[src/sv/fpa_pkg.sv]
package fpa_pkg;

  localparam int DATA_W = 32;
  localparam int FRAC_BITS_DEF = 8;
  localparam int QUEUE_DEPTH_DEF = 4;
  localparam logic [DATA_W-1:0] INT_MAX = 32'h7FFF_FFFF;

  typedef enum logic [3:0] {
    OP_ADD = 4'd0, OP_SUB = 4'd1, OP_MUL = 4'd2, OP_DIV = 4'd3,
    OP_LT = 4'd4, OP_GT = 4'd5, OP_LE = 4'd6, OP_GE = 4'd7,
    OP_EQ = 4'd8, OP_NE = 4'd9, OP_MAX = 4'd10, OP_MIN = 4'd11,
    OP_INC = 4'd12, OP_DEC = 4'd13, OP_I2F = 4'd14, OP_F2I = 4'd15
  } opcode_t;

  typedef enum logic [1:0] {
    CLS_SIMPLE = 2'd0,
    CLS_MUL    = 2'd1,
    CLS_DIV    = 2'd2
  } op_class_t;

  typedef enum logic [1:0] {ST_IDLE, ST_MUL, ST_DIV, ST_DONE} back_state_t;

  typedef struct packed {
    logic [3:0]         opcode;
    logic signed [31:0] operand_a;
    logic signed [31:0] operand_b;
  } alu_in_t;

  typedef struct packed {
    logic signed [31:0] result;
    logic               compare_true;
    logic               divide_by_zero;
  } alu_out_t;

  typedef struct packed {
    op_class_t          cls;
    logic signed [31:0] operand_a;
    logic signed [31:0] operand_b;
    logic signed [31:0] result;
    logic               compare_true;
  } fpa_cmd_t;

endpackage

[src/sv/fpa_front.sv]
module fpa_front
  import fpa_pkg::*;
#(
  parameter int FRAC_BITS = FRAC_BITS_DEF
) (
  input  alu_in_t  item,
  output fpa_cmd_t cmd
);

  logic signed [31:0] a;
  logic signed [31:0] b;
  logic               lt;
  logic               eq;

  assign a  = item.operand_a;
  assign b  = item.operand_b;
  assign lt = a < b;
  assign eq = a == b;

  always_comb begin
    cmd.cls          = CLS_SIMPLE;
    cmd.operand_a    = a;
    cmd.operand_b    = b;
    cmd.result       = '0;
    cmd.compare_true = 1'b0;
    unique case (opcode_t'(item.opcode))
      OP_ADD: cmd.result = a + b;
      OP_SUB: cmd.result = a - b;
      OP_MUL: cmd.cls = CLS_MUL;
      OP_DIV: cmd.cls = CLS_DIV;
      OP_LT:  cmd.compare_true = lt;
      OP_GT:  cmd.compare_true = !lt && !eq;
      OP_LE:  cmd.compare_true = lt || eq;
      OP_GE:  cmd.compare_true = !lt;
      OP_EQ:  cmd.compare_true = eq;
      OP_NE:  cmd.compare_true = !eq;
      OP_MAX: cmd.result = (!lt && !eq) ? a : b;
      OP_MIN: cmd.result = lt ? a : b;
      OP_INC: cmd.result = a + 32'sd1;
      OP_DEC: cmd.result = a - 32'sd1;
      OP_I2F: cmd.result = a <<< FRAC_BITS;
      OP_F2I: cmd.result = a >>> FRAC_BITS;
      default: cmd.result = '0;
    endcase
  end

endmodule

[src/sv/fpa_queue.sv]
module fpa_queue
  import fpa_pkg::*;
#(
  parameter int DEPTH = QUEUE_DEPTH_DEF,
  parameter int WIDTH = 32
) (
  input  logic             clk,
  input  logic             rst,
  input  logic             wr,
  input  logic [WIDTH-1:0] wdata,
  output logic             full,
  input  logic             rd,
  output logic [WIDTH-1:0] rdata,
  output logic             empty
);

  localparam int AW = (DEPTH > 1) ? $clog2(DEPTH) : 1;

  logic [WIDTH-1:0] mem [DEPTH];
  logic [AW-1:0]    wptr;
  logic [AW-1:0]    rptr;
  logic [AW:0]      count;
  logic             do_wr;
  logic             do_rd;

  assign full  = count == (AW+1)'(DEPTH);
  assign empty = count == '0;
  assign do_wr = wr && !full;
  assign do_rd = rd && !empty;
  assign rdata = mem[rptr];

  always_ff @(posedge clk) begin
    if (do_wr) begin
      mem[wptr] <= wdata;
    end
  end

  always_ff @(posedge clk) begin
    if (rst) begin
      wptr  <= '0;
      rptr  <= '0;
      count <= '0;
    end else begin
      if (do_wr) begin
        wptr <= (wptr == AW'(DEPTH-1)) ? '0 : wptr + 1'b1;
      end
      if (do_rd) begin
        rptr <= (rptr == AW'(DEPTH-1)) ? '0 : rptr + 1'b1;
      end
      count <= count + (AW+1)'(do_wr) - (AW+1)'(do_rd);
    end
  end

endmodule

[src/sv/fpa_back.sv]
module fpa_back
  import fpa_pkg::*;
#(
  parameter int FRAC_BITS = FRAC_BITS_DEF
) (
  input  logic     clk,
  input  logic     rst,
  input  logic     in_valid,
  input  fpa_cmd_t cmd,
  output logic     in_ready,
  output logic     out_valid,
  output alu_out_t out_item,
  input  logic     out_ready
);

  localparam int DIV_STEPS = 32 + FRAC_BITS;
  localparam int CW = $clog2(DIV_STEPS + 1);

  back_state_t        state;
  back_state_t        state_next;
  logic               stage_valid;
  logic [31:0]        mag_a;
  logic [31:0]        mag_b;
  logic               neg;
  logic [63:0]        prod;
  logic [DIV_STEPS-1:0] dividend;
  logic [32:0]        rem;
  logic [DIV_STEPS-1:0] quo;
  logic [CW-1:0]      cnt;
  logic [32:0]        rem_shift;
  logic [32:0]        rem_sub;
  logic [63:0]        prod_signed;
  logic [DIV_STEPS-1:0] quo_signed;
  logic               take;
  logic               done_load;
  logic               free_out;

  assign free_out  = !out_valid || out_ready;
  assign take      = in_valid && in_ready;
  assign in_ready  = (state == ST_IDLE) && free_out;
  assign rem_shift = {rem[31:0], dividend[DIV_STEPS-1]};
  assign rem_sub   = rem_shift - {1'b0, mag_b};
  assign prod_signed = neg ? (64'd0 - prod) : prod;
  assign quo_signed  = neg ? ('0 - quo) : quo;

  always_comb begin
    state_next = state;
    done_load  = 1'b0;
    unique case (state)
      ST_IDLE: begin
        if (take && cmd.cls == CLS_MUL) begin
          state_next = ST_MUL;
        end else if (take && cmd.cls == CLS_DIV && cmd.operand_b != '0) begin
          state_next = ST_DIV;
        end
      end
      ST_MUL: state_next = ST_DONE;
      ST_DIV: begin
        if (cnt == CW'(DIV_STEPS - 1)) begin
          state_next = ST_DONE;
        end
      end
      ST_DONE: begin
        if (free_out) begin
          done_load  = 1'b1;
          state_next = ST_IDLE;
        end
      end
      default: state_next = ST_IDLE;
    endcase
  end

  always_ff @(posedge clk) begin
    if (rst) begin
      state     <= ST_IDLE;
      out_valid <= 1'b0;
    end else begin
      state <= state_next;
      if (take && (cmd.cls == CLS_SIMPLE ||
                   (cmd.cls == CLS_DIV && cmd.operand_b == '0))) begin
        out_valid <= 1'b1;
      end else if (done_load) begin
        out_valid <= 1'b1;
      end else if (out_ready) begin
        out_valid <= 1'b0;
      end
    end
  end

  always_ff @(posedge clk) begin
    if (take) begin
      mag_a <= cmd.operand_a[31] ? 32'd0 - cmd.operand_a : cmd.operand_a;
      mag_b <= cmd.operand_b[31] ? 32'd0 - cmd.operand_b : cmd.operand_b;
      neg   <= cmd.operand_a[31] ^ cmd.operand_b[31];
      cnt   <= '0;
      rem   <= '0;
    end
    if (state == ST_IDLE && take && cmd.cls != CLS_MUL && !(cmd.cls == CLS_DIV &&
        cmd.operand_b != '0)) begin
      out_item <= '{result: (cmd.cls == CLS_DIV) ? INT_MAX : cmd.result,
                    compare_true: cmd.compare_true,
                    divide_by_zero: cmd.cls == CLS_DIV};
    end
    if (state == ST_IDLE && take) begin
      dividend <= {(cmd.operand_a[31] ? 32'd0 - cmd.operand_a : cmd.operand_a),
                   FRAC_BITS'(0)};
    end
    if (state == ST_MUL) begin
      prod <= mag_a * mag_b;
      stage_valid <= 1'b0;
    end
    if (state == ST_DIV) begin
      dividend <= dividend << 1;
      cnt <= cnt + 1'b1;
      if (!rem_sub[32]) begin
        rem <= rem_sub;
        quo <= {quo[DIV_STEPS-2:0], 1'b1};
      end else begin
        rem <= rem_shift;
        quo <= {quo[DIV_STEPS-2:0], 1'b0};
      end
    end
    if (done_load) begin
      out_item.compare_true   <= 1'b0;
      out_item.divide_by_zero <= 1'b0;
      out_item.result <= stage_valid ? quo_signed[31:0] :
                         prod_signed[FRAC_BITS+31:FRAC_BITS];
    end
    if (state == ST_IDLE && take) begin
      stage_valid <= cmd.cls == CLS_DIV;
    end
  end

endmodule

[src/sv/fixed_point_alu.sv]
// Simple ops pass the queue and result register, one per cycle while results are popped.
// Multiply holds the back end in states ST_MUL and ST_DONE until its product is poppable.
// Divide by a nonzero divisor iterates one quotient bit per cycle, 32+FRAC_BITS bits.
// Such a divide holds the back end until the quotient loads; a waiting result stalls it.
// A four-entry queue decouples the classifying front end from the back end.
// Synchronous active-high reset empties the queue and the result register.
module fixed_point_alu
  import fpa_pkg::*;
#(
  parameter int FRAC_BITS   = FRAC_BITS_DEF,
  parameter int QUEUE_DEPTH = QUEUE_DEPTH_DEF
) (
  input  logic     clk,
  input  logic     rst,
  input  logic     push,
  output logic     full,
  input  alu_in_t  in_item,
  output logic     empty,
  input  logic     pop,
  output alu_out_t out_item
);

  fpa_cmd_t cmd;
  fpa_cmd_t q_cmd;
  logic     q_empty;
  logic     q_rd;
  logic     out_valid;

  fpa_front #(.FRAC_BITS(FRAC_BITS)) u_front (
    .item (in_item),
    .cmd  (cmd)
  );

  fpa_queue #(.DEPTH(QUEUE_DEPTH), .WIDTH($bits(fpa_cmd_t))) u_queue (
    .clk   (clk),
    .rst   (rst),
    .wr    (push),
    .wdata (cmd),
    .full  (full),
    .rd    (q_rd),
    .rdata (q_cmd),
    .empty (q_empty)
  );

  fpa_back #(.FRAC_BITS(FRAC_BITS)) u_back (
    .clk       (clk),
    .rst       (rst),
    .in_valid  (!q_empty),
    .cmd       (q_cmd),
    .in_ready  (q_rd),
    .out_valid (out_valid),
    .out_item  (out_item),
    .out_ready (pop)
  );

  assign empty = !out_valid;

  a_dz_only_maxint: assert property (@(posedge clk) disable iff (rst)
    (!empty && out_item.divide_by_zero) |-> out_item.result == INT_MAX)
    else $error("divide by zero item without saturated result");

  a_flags_exclusive: assert property (@(posedge clk) disable iff (rst)
    !empty |-> !(out_item.divide_by_zero && out_item.compare_true))
    else $error("both flags set on one item");

  a_reset_empty: assert property (@(posedge clk) $past(rst) |-> empty)
    else $error("result present right after reset");

endmodule
[config.mk]
export PLATFORM = sky130hd
export DESIGN_NAME = fixed_point_alu
export DESIGN_NICKNAME = d
export VERILOG_FILES = /design/src/sv/fpa_pkg.sv /design/src/sv/fpa_front.sv /design/src/sv/fpa_queue.sv /design/src/sv/fpa_back.sv /design/src/sv/fixed_point_alu.sv
export SDC_FILE = /design/constraint.sdc
export NUM_CORES = 2
export LEC_CHECK = 0
export BUFFER_PORTS_ARGS = -buffer_cell sky130_fd_sc_hd__buf_4
export CAP_MARGIN = 20
export CORE_ASPECT_RATIO = 1.1
export CORE_MARGIN = 4
export CORE_UTILIZATION = 35
export DETAILED_ROUTE_END_ITERATION = 6
export PLACE_DENSITY = 0.54
export SYNTH_ARGS = -nofsm -noshare
export SYNTH_HDL_FRONTEND = slang
export SYNTH_SLANG_ARGS = --single-unit
export TNS_END_PERCENT = 20
[constraint.sdc]
create_clock -name clk -period 9.35 [get_ports clk]
set_input_delay 0.935 -clock clk [delete_from_list [all_inputs] [get_ports clk]]
set_output_delay 0.935 -clock clk [all_outputs]
set_load 0.01 [all_outputs]
# Word-level counts from Yosys, hierarchy flattened
# Memories as Yosys holds them, arrays and structs flattened. A register that Yosys moved wholly into a read port is not among the register bits.
# Cells that the tools add are included.
dict set report totals {
  register_bits 252
  latch_bits 0
  ramBits 396
  romBits 0
  inputBits 72
  out_inout_bits 36
  elab_cells 139
  mem_count 1
}
# name depth width read_ports rd_clocked_by_memory_dff write_ports line
set mem_list {}
lappend mem_list {u_queue.mem 4 99 1 1 1 fpa_queue.sv:19} ;# logic [WIDTH-1:0] mem [DEPTH];
dict set report classes {
  add_sub_neg 14
  mul 1
  div 0
  magnitude_cmp 1
  n_eq_ne 29
  n_shift 0
  mux 39
  bitwise 1
  reduce_logical 34
}
# op count
set op_table {}
lappend op_table {{32-bit 2-to-1 mux} 9}
lappend op_table {{32-bit one-hot mux with 8 select lines} 1}
lappend op_table {{40-bit 2-to-1 mux} 3}
lappend op_table {{1-bit by 32-bit subtractor with 32-bit output, first input constant} 3}
lappend op_table {{34-bit 2-to-1 mux} 2}
lappend op_table {{32-bit by 32-bit multiplier with 40-bit output} 1}
lappend op_table {{1-bit by 40-bit subtractor with 40-bit output, first input constant} 1}
lappend op_table {{33-bit by 32-bit subtractor with 33-bit output} 1}
lappend op_table {{32-bit by 2-bit adder with 32-bit output, second input constant} 1}
lappend op_table {{32-bit adder} 1}
lappend op_table {{32-bit == test} 1}
lappend op_table {{4-bit == test, second input constant} 8}
lappend op_table {{32-bit zero test} 1}
lappend op_table {{32-bit less-than comparator} 1}
lappend op_table {{32-bit nonzero test} 1}
lappend op_table {{32-bit by 2-bit subtractor with 32-bit output, second input constant} 1}
lappend op_table {{32-bit subtractor} 1}
lappend op_table {{31-bit 2-to-1 mux} 1}
lappend op_table {{4-bit by 3-bit == test with 1-bit output, second input constant} 4}
lappend op_table {{2-bit 2-to-1 mux} 8}
lappend op_table {{1-bit logical AND} 13}
lappend op_table {{6-bit 2-to-1 mux} 2}
lappend op_table {{2-bit == test, second input constant} 5}
lappend op_table {{1-bit 2-to-1 mux} 10}
lappend op_table {{other kinds (23)} 39}

# Depth between registers and ports, before layout
dict set report depth {
  word_depth 9
  ltp_mapped 27
  mapped_depth_nobuf 26
}

# Hierarchy
# Synthesis repeated with hierarchy kept, for this count alone.
dict set report hier_totals {
  hier_cells 5256
  area_unflattened_um2 57380.0
}
# module instances cells_each area_per_inst_um2 seq_area_each_um2
set by_module_without_submodules {}
lappend by_module_without_submodules {fpa_back 1 3747 36369.9 7307.0}
lappend by_module_without_submodules {fpa_queue 1 567 14746.6 12071.6}
lappend by_module_without_submodules {fpa_front 1 940 6256.0 0.0}
lappend by_module_without_submodules {fixed_point_alu 1 2 7.5 0.0}

# Worst setup path after synthesis
# OpenSTA, ideal clock, no wires.
dict set report synth_timing {
  kind {flip-flop to flip-flop}
  start {register u_back.mag_a[20]}
  end {register u_back.prod[39], data pin}
  setup_time_ns 0.259
  t_arrival_ns 7.049
  required_time_ns 9.091
  slack_ns 2.042
  path_stages_with_launch 24
  path_buffers 2
  period_less_slack_ns 7.308
  cell_sequence {edfxtp_1 clkbuf_1 clkbuf_1 nand2_1 fa_1 fa_1 fa_1 fa_1 inv_1 fa_1 fa_1 fa_1 fa_1 ha_1 a21o_1 a21o_1 a21oi_1 nand3_1 nor3_1 nor3_1 or3_1 a31o_2 a21oi_1 xnor2_1}
}
dict set report synth_between {
  elab_chain_cells 1
}
# item line
set synth_lines {}
lappend synth_lines {{from (decl)} fpa_back.sv:22} ;# logic [31:0] mag_a;
lappend synth_lines {{from (signal assigned)} fpa_back.sv:92} ;# mag_a <= cmd.operand_a[31] ? 32'd0 - cmd.operand_a : cmd.operand_a;
lappend synth_lines {{32-bit by 32-bit multiplier with 40-bit output} fpa_back.sv:109} ;# prod <= mag_a * mag_b;
lappend synth_lines {{to (signal assigned)} fpa_back.sv:109}
lappend synth_lines {{to (decl)} fpa_back.sv:25} ;# logic [63:0] prod;
# No other way between the ends.
# A chain may end at the register's enable or synchronous reset.

# Worst setup path in the final report
dict set report layout_timing {
  start {register u_back.mag_a[8]}
  end {register u_back.prod[39], data pin}
}
# The elaborated chain is that of the path after synthesis.

==> run summary <==
Most frequent cells in the layout = inv_1, edfxtp_1, fa_1
Fin nets = 6,002
Most used DFF post-synth = edfxtp_1
Worst Reg2Reg Path Length in Cells = 23
Largest net degree at the start of global routing = 68
Initial Utilization = 0.3525
Post-CTS setup buffer count = 0
Tot GR Track Use = 0.1975
RSZ-0062 raised after global routing = false
CP Launch Point = u_back.mag_a[8]$_DFFE_PP_
Share of cells above drive strength 1 = 0.09451
Largest delay share family, worst path = adder cells
Post-synthesis register bit count = 650
First-pass GRT wire length = 248,600 um
CTS root buf = clkbuf_16
Hold Crit Class = register to register
Routed WL = 162,000 um
Fillers = 15,490
CP Data Arrival Time = 8.62 ns
Syn Area/Cell = 11.10 um2
Routed wire per std cell = 22.52 um
Hold path cells = 2
Critical Path Slowest Stage Cell = edfxtp_1
IO Port Bufs = 107
# setup viols final = 0
Grt total ovfl = 0
Worst endpoint required time = 9.73 ns
Vias = 37,500
Yosys cell types = 81
Worst setup path class = register to register
Final worst path period need = 8.240 ns
FP Rows = 153
Clk slew on worst S/H paths = 0.06 ns
Final GP Congestion = 0.9119
Max Clock Freq = 121.4 MHz
Sequential share of the synthesized area = 0.3477
Setup crit end kind = register
CTS H-Tree Depth = 3
Die ar. = 165,700 um2
Mapped Area = 55,730 um2
Worst-margin pin slew = 1.174 ns
Clk_skew = 0.05453 ns
Number of global-route vias before repair = 39,350
Met3 usage = 0.02238
Largest buffer count on any clock path = 3
CTS resizes = 0
Post-synthesis cell count = 5,019
Initial antenna violation count = 2
Synth async-reset ratio = 0
Core ar. = 158,100 um2
Worst path depth = 23
I/O pin count = 108
Max_slew headroom = 0.2174
Max Cap Viol = 0
CP max FO = 22
Status = finished clean
Worst flop-to-flop path startpoint = u_back.mag_a[8]$_DFFE_PP_
Chip width = 388.5 um
Chip Height = 426.5 um
Vias per Instance = 5.212
Hpwl dp = 124,600 um
CP cell instances = buf_4, and2_1, fa_1, inv_1, fa_1, inv_1, fa_1, fa_1, fa_1, fa_1, fa_1, fa_1, ha_1, a21o_1, a21o_1, a21oi_1, nand3_1, nor3_1, nor3_1, or3_1, a31o_2, a21oi_1, xnor2_1
R2r endpoint = u_back.prod[39]$_DFFE_PP_
Final period utilization = 0.8813
Met2 Usage GRT = 0.3423
Crit path buf inv count = 3
Final Hold Fails = 0
Gr busiest metal = met2
CP endpoint = u_back.prod[39]$_DFFE_PP_
Synthesis-to-layout area growth = 10.13%
Drt pass-1 iters = 6
DRT iter0 DRCs = 2,762
Worst skew pair latency = 0.66 ns
Max-slew violation count = 0
Hold_buf cts = 0
Most common cell after layout, fill and taps aside = inv_1
Syn nets = 5,974
CTS sink count = 650
TritonCTS buffer count = 67
CTS tree = yes
Most frequent CP cell = fa_1
TNS Setup = 0 ns
Antenna viol nets, final = 0
Met1 GRT Util = 0.2533
EDFF count, synth = 636
# DRC = 0
CP max stage delay = 1.05 ns
Synth warn = 0
CP startpoint kind = register
R2r setup slk = 1.11 ns
==> metal layers <==
metal,wire length [um],vias up
met1,66750,19360
met5,13,-
met2,80910,1024
met4,6996,2
li1,-,16860
met3,7364,262
==> worst register-to-register path, stage by stage, from the launching register on <==
cell	delay (ns)
edfxtp_1	1.05
buf_4	0.35
and2_1	0.18
fa_1	0.40
inv_1	0.08
fa_1	0.40
inv_1	0.08
fa_1	0.46
fa_1	0.51
fa_1	0.56
fa_1	0.45
fa_1	0.51
fa_1	0.41
ha_1	0.37
a21o_1	0.22
a21o_1	0.17
a21oi_1	0.32
nand3_1	0.16
nor3_1	0.25
nor3_1	0.15
or3_1	0.39
a31o_2	0.24
a21oi_1	0.16
xnor2_1	0.09
==> sequential cells by signal (all words and copies together), names as in the netlist, named ones only <==
| name | cells |
|---|---|
| u_back.cnt | 6 |
| u_back.dividend | 32 |
| u_back.mag_a | 32 |
| u_back.mag_b | 32 |
| u_back.neg | 1 |
| u_back.out_item | 34 |
| u_back.out_valid | 1 |
| u_back.prod | 40 |
| u_back.quo | 32 |
| u_back.rem | 32 |
| u_back.stage_valid | 1 |
| u_back.state | 2 |
| u_queue.count | 3 |
| u_queue.mem | 396 |
| u_queue.rptr | 2 |
| u_queue.wptr | 2 |
==> worst min-delay path by stage <==
stage | startpoint | to | slack (ns)
2_1_floorplan | u_queue.rptr[1]$_SDFFE_PP0P_ | register | 0.45
3_3_place_gp | u_queue.rptr[1]$_SDFFE_PP0P_ | register | 0.47
3_5_place_dp | u_queue.rptr[1]$_SDFFE_PP0P_ | register | 0.46
4_1_cts | u_queue.rptr[1]$_SDFFE_PP0P_ | register | 0.48
5_1_grt | in_item[2] | u_queue.mem[2][35]$_DFFE_PP_ | 0.51
6_report | u_queue.rptr[1]$_SDFFE_PP0P_ | register | 0.48
==> stage by stage <==
step | setup slack [ns] | area, um2 | cells | hold WS [ns] | utilization
2_1_floorplan | 2.042 | 55730 | 5019 | 0.4541 | -
3_3_place_gp | 1.198 | 58900 | 7062 | 0.4659 | 0.3725
3_5_place_dp | 1.079 | 59010 | 7066 | 0.4637 | 0.3732
4_1_cts | 1.067 | 61290 | 7188 | 0.4769 | 0.3876
5_1_grt | 0.8055 | 61370 | 7192 | 0.5135 | 0.3881
6_report | 1.110 | 61380 | 7196 | 0.4754 | 0.3882
==> kinds of logic after synthesis <==
logic type,after synthesis,synth area share
xor gates and xnor gates,310,0.04871
muxes,172,0.05347
AOI/OAI and AO/OA,669,0.07736
buffers and inverters,958,0.06542
adders and majority gates,883,0.2828
and+or+nand+nor,1377,0.1245
DFF,650,0.3477
==> cell type report <==
| cell class | count | area, um2 | share of cell area |
|---|---|---|---|
| Clock inverter | 49 | 583.1 | 0.009499 |
| Antenna cell | 4 | 10.01 | 0.0001631 |
| Tap cell | 2092 | 2618 | 0.04264 |
| Inverter | 724 | 2718 | 0.04427 |
| Multi-Input combinational cell | 3411 | 32790 | 0.5341 |
| Sequential cell | 650 | 19390 | 0.3158 |
| Clock buffer | 73 | 1699 | 0.02768 |
| Timing Repair Buffer | 193 | 1582 | 0.02577 |
==> cell usage after synthesis (39+ instances only) <==
master / number / share of area
and2_1: 435 / 0.049
a21o_1: 42 / 0.0057
a21oi_1: 186 / 0.017
nand2_1: 494 / 0.033
nor2_1: 180 / 0.012
edfxtp_1: 636 / 0.34
inv_1: 722 / 0.049
clkbuf_1: 209 / 0.014
ha_1: 255 / 0.057
xor2_1: 116 / 0.018
mux4_2: 97 / 0.039
xnor2_1: 194 / 0.030
nor3_1: 43 / 0.0039
o21ai_0: 161 / 0.014
mux2i_1: 39 / 0.0070
fa_1: 628 / 0.23
Power is left out: the tool's default activity adds up to more than one toggle a clock period on the data nets, which glitch-free logic cannot reach.
